===== config.mk =====
export PLATFORM = sky130hd
export DESIGN_NAME = throttle_feedforward_interpolator_top
export DESIGN_NICKNAME = d
export VERILOG_FILES = /design/src/rtl/tfi_pkg.sv /design/src/rtl/tfi_divider.sv /design/src/rtl/throttle_feedforward_interpolator_top.sv
export VERILOG_INCLUDE_DIRS = /design/src /design/src/rtl
export SDC_FILE = /design/constraint.sdc
export NUM_CORES = 1
export LEC_CHECK = 0
export BUFFER_PORTS_ARGS = -buffer_cell sky130_fd_sc_hd__buf_2
export CORE_MARGIN = 3
export CORE_UTILIZATION = 53
export DETAILED_ROUTE_END_ITERATION = 12
export PLACE_DENSITY_LB_ADDON = 0.25
export SKIP_CTS_REPAIR_TIMING = 1
export SLEW_MARGIN = 20
export SYNTH_ARGS = -nofsm -noshare
export SYNTH_HDL_FRONTEND = slang
export SYNTH_SLANG_ARGS = --single-unit

===== constraint.sdc =====
create_clock -name clock -period 13.9 [get_ports clock]
set_input_delay 2.085 -clock clock [delete_from_list [all_inputs] [get_ports clock]]
set_output_delay 2.085 -clock clock [all_outputs]
set_load 0.02 [all_outputs]

===== src/rtl/throttle_feedforward_interpolator_top_macros.svh =====
// Assertion shorthands for the top-level RTL file.
`ifndef THROTTLE_FEEDFORWARD_INTERPOLATOR_TOP_MACROS_SVH
`define THROTTLE_FEEDFORWARD_INTERPOLATOR_TOP_MACROS_SVH

// Consequent must hold in the same cycle as the antecedent.
`define TFI_ASSERT_SAME(lbl, ante, cons, msg) \
   lbl: assert property (@(posedge clock) disable iff (reset) (ante) |-> (cons)) \
      else $error(msg);

// Consequent must hold in the cycle after the antecedent.
`define TFI_ASSERT_NEXT(lbl, ante, cons, msg) \
   lbl: assert property (@(posedge clock) disable iff (reset) (ante) |=> (cons)) \
      else $error(msg);

`endif


===== src/rtl/tfi_pkg.sv =====
package tfi_pkg;

   localparam int POS_W        = 16;
   localparam int DUTY_W       = 10;
   localparam int SUM_W        = POS_W + 1;
   localparam int DIFF_W       = POS_W + 1;
   localparam int QUOT_W       = DUTY_W + 1;
   localparam int PROD_W       = QUOT_W + DIFF_W;
   localparam int DIV_STEPS    = DUTY_W;
   localparam int DIV_CNT_W    = 4;
   localparam int NUM_SLOTS    = 4;
   localparam int SLOT_W       = 2;
   localparam int TABLE_POINTS = 4;
   localparam int LAST_POINT   = TABLE_POINTS - 1;
   localparam int CSR_IDX_W    = 3;
   localparam int CSR_DATA_W   = 16;

   // Register map: positions first, then duties
   localparam logic [CSR_IDX_W-1:0] REG_POS_BASE  = 3'd0;
   localparam logic [CSR_IDX_W-1:0] REG_DUTY_BASE = 3'd4;

   localparam logic signed [POS_W-1:0] POS_RESET [NUM_SLOTS] =
      '{16'sd10, 16'sd25, 16'sd40, 16'sd70};
   localparam logic [DUTY_W-1:0] DUTY_RESET [NUM_SLOTS] =
      '{10'd0, 10'd150, 10'd250, 10'd300};

   typedef struct packed {
      logic busy;
      logic done;
   } div_status_type;

endpackage


===== src/rtl/tfi_divider.sv =====
// Restoring divider, one quotient bit per cycle, unsigned operands.
module tfi_divider (
   input  logic                                clock,
   input  logic                                reset,
   input  logic                                start,
   input  logic [tfi_pkg::DUTY_W-1:0]          dividend,
   input  logic [tfi_pkg::POS_W-1:0]           divisor,
   output logic [tfi_pkg::DUTY_W-1:0]          quotient,
   output tfi_pkg::div_status_type             status
);

   logic [tfi_pkg::DUTY_W-1:0]    quot_ff, quot_in;
   logic [tfi_pkg::POS_W-1:0]     rem_ff, rem_in;
   logic [tfi_pkg::POS_W-1:0]     div_ff, div_in;
   logic [tfi_pkg::DIV_CNT_W-1:0] cnt_ff, cnt_in;
   logic                          busy_ff, busy_in;
   logic                          done_ff, done_in;
   logic [tfi_pkg::POS_W:0]       trial;
   logic [tfi_pkg::POS_W:0]       trial_diff;
   logic                          fits;

   assign trial      = {rem_ff, quot_ff[tfi_pkg::DUTY_W-1]};
   assign fits       = trial >= {1'b0, div_ff};
   assign trial_diff = trial - {1'b0, div_ff};

   always_comb begin
      quot_in = quot_ff;
      rem_in  = rem_ff;
      div_in  = div_ff;
      cnt_in  = cnt_ff;
      busy_in = busy_ff;
      done_in = 1'b0;
      if (start) begin
         quot_in = dividend;
         rem_in  = '0;
         div_in  = divisor;
         cnt_in  = '0;
         busy_in = 1'b1;
      end else if (busy_ff) begin
         // shift in the next dividend bit, subtract when it fits
         quot_in = {quot_ff[tfi_pkg::DUTY_W-2:0], fits};
         rem_in  = fits ? trial_diff[tfi_pkg::POS_W-1:0] : trial[tfi_pkg::POS_W-1:0];
         cnt_in  = cnt_ff + 1'b1;
         if (cnt_ff == tfi_pkg::DIV_CNT_W'(tfi_pkg::DIV_STEPS - 1)) begin
            busy_in = 1'b0;
            done_in = 1'b1;
         end
      end
   end

   always_ff @(posedge clock) begin
      if (reset) begin
         busy_ff <= 1'b0;
         done_ff <= 1'b0;
         cnt_ff  <= '0;
      end else begin
         busy_ff <= busy_in;
         done_ff <= done_in;
         cnt_ff  <= cnt_in;
      end
   end

   always_ff @(posedge clock) begin
      quot_ff <= quot_in;
      rem_ff  <= rem_in;
      div_ff  <= div_in;
   end

   assign quotient    = quot_ff;
   assign status.busy = busy_ff;
   assign status.done = done_ff;

endmodule


===== src/rtl/throttle_feedforward_interpolator_top.sv =====
// From start to rsp_strobe: ST_AVG, ST_SEL when the average is clamped to an end point,
//   plus ST_PREP on a flat segment; plus ST_DIV, ST_MUL, ST_FIN when interpolating.
// Start is taken only in idle; busy stays high until the result is shown.
//   Interpolated points wait on the 10-step divider.
// The receiver cannot stall: rsp_strobe is high for exactly one cycle per word.
// Synchronous active-high reset idles the sequencer and loads the default spring table.
module throttle_feedforward_interpolator_top (
   input  logic                                  clock,
   input  logic                                  reset,
   // input word
   input  logic                                  start,
   output logic                                  busy,
   input  logic signed [tfi_pkg::POS_W-1:0]      req_sensor_a_position,
   input  logic signed [tfi_pkg::POS_W-1:0]      req_sensor_b_position,
   // result word
   output logic                                  rsp_strobe,
   output logic signed [tfi_pkg::POS_W-1:0]      rsp_feedforward_duty,
   // register writes
   input  logic                                  csr_write_enable,
   input  logic [tfi_pkg::CSR_IDX_W-1:0]         csr_index,
   input  logic [tfi_pkg::CSR_DATA_W-1:0]        csr_write_data
);

   `include "throttle_feedforward_interpolator_top_macros.svh"

   // Sequencer states
   localparam logic [2:0] ST_IDLE = 3'd0;
   localparam logic [2:0] ST_AVG  = 3'd1;
   localparam logic [2:0] ST_SEL  = 3'd2;
   localparam logic [2:0] ST_PREP = 3'd3;
   localparam logic [2:0] ST_DIV  = 3'd4;
   localparam logic [2:0] ST_MUL  = 3'd5;
   localparam logic [2:0] ST_FIN  = 3'd6;

   // Spring table
   logic signed [tfi_pkg::POS_W-1:0] pos_ff  [tfi_pkg::NUM_SLOTS];
   logic [tfi_pkg::DUTY_W-1:0]       duty_ff [tfi_pkg::NUM_SLOTS];

   logic [2:0]                        state_ff, state_in;
   logic signed [tfi_pkg::SUM_W-1:0]  sum_ff, sum_in;
   logic signed [tfi_pkg::POS_W-1:0]  p_ff, p_in;
   logic signed [tfi_pkg::POS_W-1:0]  lo_pos_ff, lo_pos_in;
   logic signed [tfi_pkg::POS_W-1:0]  hi_pos_ff, hi_pos_in;
   logic [tfi_pkg::DUTY_W-1:0]        lo_duty_ff, lo_duty_in;
   logic [tfi_pkg::DUTY_W-1:0]        hi_duty_ff, hi_duty_in;
   logic                              dd_neg_ff, dd_neg_in;
   logic signed [tfi_pkg::DIFF_W-1:0] dx_ff, dx_in;
   logic signed [tfi_pkg::QUOT_W-1:0] q_ff, q_in;
   logic [tfi_pkg::POS_W-1:0]         prod_ff, prod_in;
   logic                              rsp_strobe_ff, rsp_strobe_in;
   logic [tfi_pkg::POS_W-1:0]         rsp_duty_ff, rsp_duty_in;

   // Datapath helpers
   logic signed [tfi_pkg::SUM_W-1:0]  sum_adj;
   logic signed [tfi_pkg::QUOT_W-1:0] dd;
   logic [tfi_pkg::DUTY_W-1:0]        dd_mag;
   logic signed [tfi_pkg::DIFF_W-1:0] dp;
   logic signed [tfi_pkg::PROD_W-1:0] prod_full;
   logic signed [tfi_pkg::POS_W-1:0]  seg_lo_pos, seg_hi_pos;
   logic [tfi_pkg::DUTY_W-1:0]        seg_lo_duty, seg_hi_duty;
   logic                              div_start;
   logic [tfi_pkg::DUTY_W-1:0]        div_quot;
   tfi_pkg::div_status_type           div_status;

   // Halve the sum toward zero: add one to negative sums before the shift
   assign sum_adj = sum_ff + tfi_pkg::SUM_W'(sum_ff[tfi_pkg::SUM_W-1]);

   // Segment search: the lowest breakpoint above the average wins
   always_comb begin
      seg_lo_pos  = pos_ff[tfi_pkg::LAST_POINT-1];
      seg_hi_pos  = pos_ff[tfi_pkg::LAST_POINT];
      seg_lo_duty = duty_ff[tfi_pkg::LAST_POINT-1];
      seg_hi_duty = duty_ff[tfi_pkg::LAST_POINT];
      for (int k = tfi_pkg::LAST_POINT; k >= 1; k--) begin
         if (p_ff < pos_ff[k]) begin
            seg_lo_pos  = pos_ff[k-1];
            seg_hi_pos  = pos_ff[k];
            seg_lo_duty = duty_ff[k-1];
            seg_hi_duty = duty_ff[k];
         end
      end
   end

   // Segment slope terms; the divider sees magnitudes only
   assign dd     = $signed({1'b0, hi_duty_ff}) - $signed({1'b0, lo_duty_ff});
   assign dd_mag = dd[tfi_pkg::QUOT_W-1] ? tfi_pkg::DUTY_W'(-dd) : dd[tfi_pkg::DUTY_W-1:0];
   assign dp     = $signed({hi_pos_ff[tfi_pkg::POS_W-1], hi_pos_ff})
                 - $signed({lo_pos_ff[tfi_pkg::POS_W-1], lo_pos_ff});

   // Slope times offset; only the low 16 bits of the product survive the wrap
   assign prod_full = q_ff * dx_ff;

   always_comb begin
      state_in      = state_ff;
      sum_in        = sum_ff;
      p_in          = p_ff;
      lo_pos_in     = lo_pos_ff;
      hi_pos_in     = hi_pos_ff;
      lo_duty_in    = lo_duty_ff;
      hi_duty_in    = hi_duty_ff;
      dd_neg_in     = dd_neg_ff;
      dx_in         = dx_ff;
      q_in          = q_ff;
      prod_in       = prod_ff;
      rsp_strobe_in = 1'b0;
      rsp_duty_in   = rsp_duty_ff;
      div_start     = 1'b0;
      case (state_ff)
         ST_IDLE: begin
            if (start) begin
               sum_in   = $signed({req_sensor_a_position[tfi_pkg::POS_W-1],
                                   req_sensor_a_position})
                        + $signed({req_sensor_b_position[tfi_pkg::POS_W-1],
                                   req_sensor_b_position});
               state_in = ST_AVG;
            end
         end
         ST_AVG: begin
            p_in     = sum_adj[tfi_pkg::SUM_W-1:1];
            state_in = ST_SEL;
         end
         ST_SEL: begin
            if (p_ff <= pos_ff[0]) begin
               // below the table: hold the first duty
               rsp_duty_in   = tfi_pkg::POS_W'(duty_ff[0]);
               rsp_strobe_in = 1'b1;
               state_in      = ST_IDLE;
            end else if (p_ff >= pos_ff[tfi_pkg::LAST_POINT]) begin
               // above the table: hold the last duty
               rsp_duty_in   = tfi_pkg::POS_W'(duty_ff[tfi_pkg::LAST_POINT]);
               rsp_strobe_in = 1'b1;
               state_in      = ST_IDLE;
            end else begin
               lo_pos_in  = seg_lo_pos;
               hi_pos_in  = seg_hi_pos;
               lo_duty_in = seg_lo_duty;
               hi_duty_in = seg_hi_duty;
               state_in   = ST_PREP;
            end
         end
         ST_PREP: begin
            dx_in     = $signed({p_ff[tfi_pkg::POS_W-1], p_ff})
                      - $signed({lo_pos_ff[tfi_pkg::POS_W-1], lo_pos_ff});
            dd_neg_in = dd[tfi_pkg::QUOT_W-1];
            if (dp <= 0) begin
               // flat or inverted segment: answer the lower duty
               rsp_duty_in   = tfi_pkg::POS_W'(lo_duty_ff);
               rsp_strobe_in = 1'b1;
               state_in      = ST_IDLE;
            end else begin
               div_start = 1'b1;
               state_in  = ST_DIV;
            end
         end
         ST_DIV: begin
            if (div_status.done) begin
               // restore the slope sign; truncation toward zero falls out
               q_in     = dd_neg_ff ? -$signed({1'b0, div_quot}) : $signed({1'b0, div_quot});
               state_in = ST_MUL;
            end
         end
         ST_MUL: begin
            prod_in  = prod_full[tfi_pkg::POS_W-1:0];
            state_in = ST_FIN;
         end
         ST_FIN: begin
            rsp_duty_in   = tfi_pkg::POS_W'(lo_duty_ff) + prod_ff;
            rsp_strobe_in = 1'b1;
            state_in      = ST_IDLE;
         end
         default: begin
            state_in = ST_IDLE;
         end
      endcase
   end

   tfi_divider u_divider (
      .clock    (clock),
      .reset    (reset),
      .start    (div_start),
      .dividend (dd_mag),
      .divisor  (dp[tfi_pkg::POS_W-1:0]),
      .quotient (div_quot),
      .status   (div_status)
   );

   // Control registers
   always_ff @(posedge clock) begin
      if (reset) begin
         state_ff      <= ST_IDLE;
         rsp_strobe_ff <= 1'b0;
      end else begin
         state_ff      <= state_in;
         rsp_strobe_ff <= rsp_strobe_in;
      end
   end

   // Payload registers
   always_ff @(posedge clock) begin
      sum_ff      <= sum_in;
      p_ff        <= p_in;
      lo_pos_ff   <= lo_pos_in;
      hi_pos_ff   <= hi_pos_in;
      lo_duty_ff  <= lo_duty_in;
      hi_duty_ff  <= hi_duty_in;
      dd_neg_ff   <= dd_neg_in;
      dx_ff       <= dx_in;
      q_ff        <= q_in;
      prod_ff     <= prod_in;
      rsp_duty_ff <= rsp_duty_in;
   end

   // Spring table writes; position words first, duty words after them
   always_ff @(posedge clock) begin
      if (reset) begin
         for (int i = 0; i < tfi_pkg::NUM_SLOTS; i++) begin
            pos_ff[i]  <= tfi_pkg::POS_RESET[i];
            duty_ff[i] <= tfi_pkg::DUTY_RESET[i];
         end
      end else if (csr_write_enable) begin
         if (csr_index < tfi_pkg::REG_DUTY_BASE) begin
            pos_ff[csr_index[tfi_pkg::SLOT_W-1:0]] <=
               $signed(csr_write_data[tfi_pkg::POS_W-1:0]);
         end else begin
            duty_ff[csr_index[tfi_pkg::SLOT_W-1:0]] <=
               csr_write_data[tfi_pkg::DUTY_W-1:0];
         end
      end
   end

   assign busy                 = (state_ff != ST_IDLE);
   assign rsp_strobe           = rsp_strobe_ff;
   assign rsp_feedforward_duty = $signed(rsp_duty_ff);

   `TFI_ASSERT_NEXT(a_start_enters_avg, start && !busy, state_ff == ST_AVG,
      "accepted word did not enter the averaging step")
   `TFI_ASSERT_NEXT(a_fin_strobes, state_ff == ST_FIN, rsp_strobe_ff,
      "final step did not present a result")
   `TFI_ASSERT_SAME(a_strobe_idle, rsp_strobe_ff, state_ff == ST_IDLE,
      "result shown while the sequencer is still working")
   `TFI_ASSERT_SAME(a_div_in_div_state, div_status.busy || div_status.done,
      state_ff == ST_DIV, "divider running outside the divide step")

endmodule

==> key figures <==
Clock network
  – CTS tree: built
  – Sink Count: 301
  – CTS root buffer: clkbuf_16
  – Clock Latency Late Sink: 0.54 ns
  – Maximum clock path buffer count: 3
  – TritonCTS buffer count: 34
  – Clock transition at path regs: 0.06 ns
  – H-Tree Depth: 2

STA
  – Final setup TNS: 0 ns
  – Final Cycle Share: 38.65%
  – Slew @ Worst Pin: 0.8850 ns
  – Period minus WS final: 5.373 ns
  – Fin. max-slew vios: 0
  – Clock skew: 0.01945 ns
  – Final Hold Viols: 0
  – Highest clock rate: 186.1 MHz
  – RSZ-0062 raised after global routing: false
  – Final setup fails: 0
  – Final worst setup slack: 8.527 ns
  – Worst slew margin: 40.78%

Final layout
  – Diodes inserted: 0
  – Most common cell after layout, fill and taps aside: edfxtp_1
  – Finished Layout Cells: 2,672
  – Final instance area: 0.02341 sq mm
  – Area growth, synth to finish: 9.517%
  – Reg area: 0.008778 sq mm
  – Largest register FFs: 64
  – Most frequent cells in the layout: edfxtp_1, inv_1, ha_1
  – Post-layout nets: 2,458
  – Reg with most FFs: pos_ff
  – Fill cells: 3,336
  – Area occupied by multi-input gates: 0.01144 sq mm
  – Largest regs: pos_ff: 64 flops, duty_ff: 40 flops, sum_ff: 17 flops
  – Share of layout cells above drive strength 1: 7.939%

Global route
  – Global-route met1 utilization: 32.63%
  – Total global routing track utilization: 22.64%
  – Gr ovfl total: 0
  – Met3 GRT Util: 2.572%
  – Initial antenna violation count: 0
  – First-pass GRT wire length: 76.11 mm
  – Vias in the first global route: 14,508
  – Met2 Use GR: 36.14%
  – Pin count of the biggest net entering global routing: 105
  – Most used routing layer: met2

Job
  – Max-cap violations: 0

Power
  – Power Density: 112.8 mW/mm^2
  – PnR Total Power: 2641 uW
  – Peak supply drop: 0.08347 mV
  – LEAKAGE: 0.01003 uW

Synthesis
  – EDFF count, synth: 275
  – Cell area after synthesis: 0.02138 sq mm
  – Syn Nets: 2,397
  – Synth Flop Type: edfxtp_1
  – Average cell area after synthesis: 10.34 sq um
  – Unique masters post-synth: 71
  – Yosys warnings: 0
  – Post-synth ARST share: 0%
  – Synth Register Bits: 301
  – Post-Syn Instances: 2,067
  – Sequential-to-total area share from yosys stat: 41.07%

Critical path
  – WS Path Type: flop to flop
  – Startpoint Class: flop
  – Worst-path fanout max: 11
  – Crit. End Element: flop
  – CP Data Required Time: 14.17 ns
  – CP arrival: 5.64 ns

Hold path
  – HP Class: flop to flop

Die
  – DIE WIDTH: 206.8 um
  – Starting Density: 54.42%
  – Die height: 206.8 um
  – Num ports: 73
  – Core area: 0.03928 sq mm
  – Rows: 72
  – Overall die area: 0.04278 sq mm

Detailed routing
  – Post-DRT Antenna Nets: 0
  – Routed len/inst: 17.76 um
  – DRT iter0 DRCs: 912
  – Avg Vias per Cell: 5.536
  – DRT Pass-1 Iters: 5
  – Wirelength, routed: 47.47 mm
  – Via count: 14,791
  – Post-route DRC: 0

Status
  – Status: finished clean

Placed design
  – GPL Wtd Cong: 0.8878
  – Placed cell areas: 0.02230 sq mm
  – Pre-CTS setup slack: 8.512 ns
  – DPL Wire Length: 36.63 mm
  – Port buffer count: 72
  – Dpl cells: 2,610
-- logic make-up after synthesis --
logic type	share of synthesized area, %
and+or+nand+nor	15.25
DFF	41.07
buffers and inverters	5.648
muxes	4.214
adders and majority gates	18.98
AOI/OAI and AO/OA	9.763
xor gates and xnor gates	5.081
-- power breakdown --
part	internal, uW	switching (uW)
Combinational	266	349
Clock	536	360
Sequential	1070	56.4
-- cell usage after synthesis, types with 5 or more instances --
cell type | count | share of area [%]
o31ai_1 | 6 | 0.21
nand4_1 | 15 | 0.44
and2_1 | 142 | 4.2
mux2i_1 | 78 | 3.7
edfxtp_1 | 275 | 39
o221ai_1 | 7 | 0.29
inv_1 | 256 | 4.5
a211oi_1 | 27 | 0.95
nor2b_1 | 19 | 0.56
fa_1 | 82 | 7.7
o21bai_1 | 5 | 0.18
nand2b_1 | 27 | 0.79
a21boi_0 | 7 | 0.25
dfxtp_1 | 26 | 2.4
a21oi_1 | 66 | 1.5
or2_2 | 9 | 0.26
o41ai_1 | 6 | 0.25
or3_1 | 32 | 0.94
nor3_1 | 42 | 0.98
a31oi_1 | 8 | 0.23
o211ai_1 | 8 | 0.28
o21a_1 | 17 | 0.60
a21o_1 | 31 | 1.1
mux2_4 | 5 | 0.35
xor2_1 | 28 | 1.1
buf_1 | 5 | 0.088
clkbuf_1 | 54 | 0.95
nand3_1 | 25 | 0.59
nor3b_1 | 6 | 0.21
nor2_1 | 109 | 1.9
and3_1 | 10 | 0.29
nand3b_1 | 6 | 0.21
ha_1 | 193 | 11
xnor2_1 | 96 | 3.9
o21ai_0 | 100 | 2.3
nand2_1 | 178 | 3.1
-- path summary, 6_finish.rpt --
| kind | startpoint | to | slack, ns | depth (start not counted) |
|---|---|---|---|---|
| max | dx_ff[3] | prod_ff[14] | 8.53 | 18 |
| min | u_divider.rem_ff[15] | u_divider.rem_ff[15] | 0.47 | 2 |
| max reg2reg | dx_ff[3] | prod_ff[14] | 8.53 | 18 |
| min reg2reg | u_divider.rem_ff[15] | u_divider.rem_ff[15] | 0.47 | 2 |
-- per-layer routing --
metal / vias to the layer above / share of wire (%)
met5: - / 0
met4: 0 / 2.9
met3: 79 / 3.9
met2: 331 / 45
met1: 7117 / 48
li1: 7264 / -
-- final cells by class --
| cell class | instances | area share, % |
|---|---|---|
| Multi-Input combinational cell | 1447 | 48.87 |
| Sequential cell | 301 | 37.50 |
| Inverter | 257 | 4.121 |
| Clock buffer | 47 | 3.885 |
| Tap cell | 518 | 2.768 |
| Timing Repair Buffer | 87 | 2.020 |
| Clock inverter | 15 | 0.8337 |
-- stage by stage --
stage	hold slack, ns	util [%]
3_3_place_gp	0.4564	56.76
4_1_cts	0.4756	59.59
6_report	0.4717	59.60
5_1_grt	0.5167	59.60
2_1_floorplan	0.4467	-
3_5_place_dp	0.4678	56.77
-- worst max-delay path, cell delays in order (launching register included) --
cell	delay, ns
edfxtp_1	0.60
nand2_1	0.17
fa_1	0.54
fa_1	0.51
inv_1	0.04
ha_1	0.30
fa_1	0.53
inv_1	0.05
fa_1	0.53
inv_1	0.04
ha_1	0.31
o21ai_0	0.12
a21boi_0	0.26
o21ai_0	0.15
a21boi_0	0.23
o21ai_0	0.13
a21boi_0	0.30
mux2i_1	0.22
nand2_1	0.06
Power figures use the tool's default switching activity.
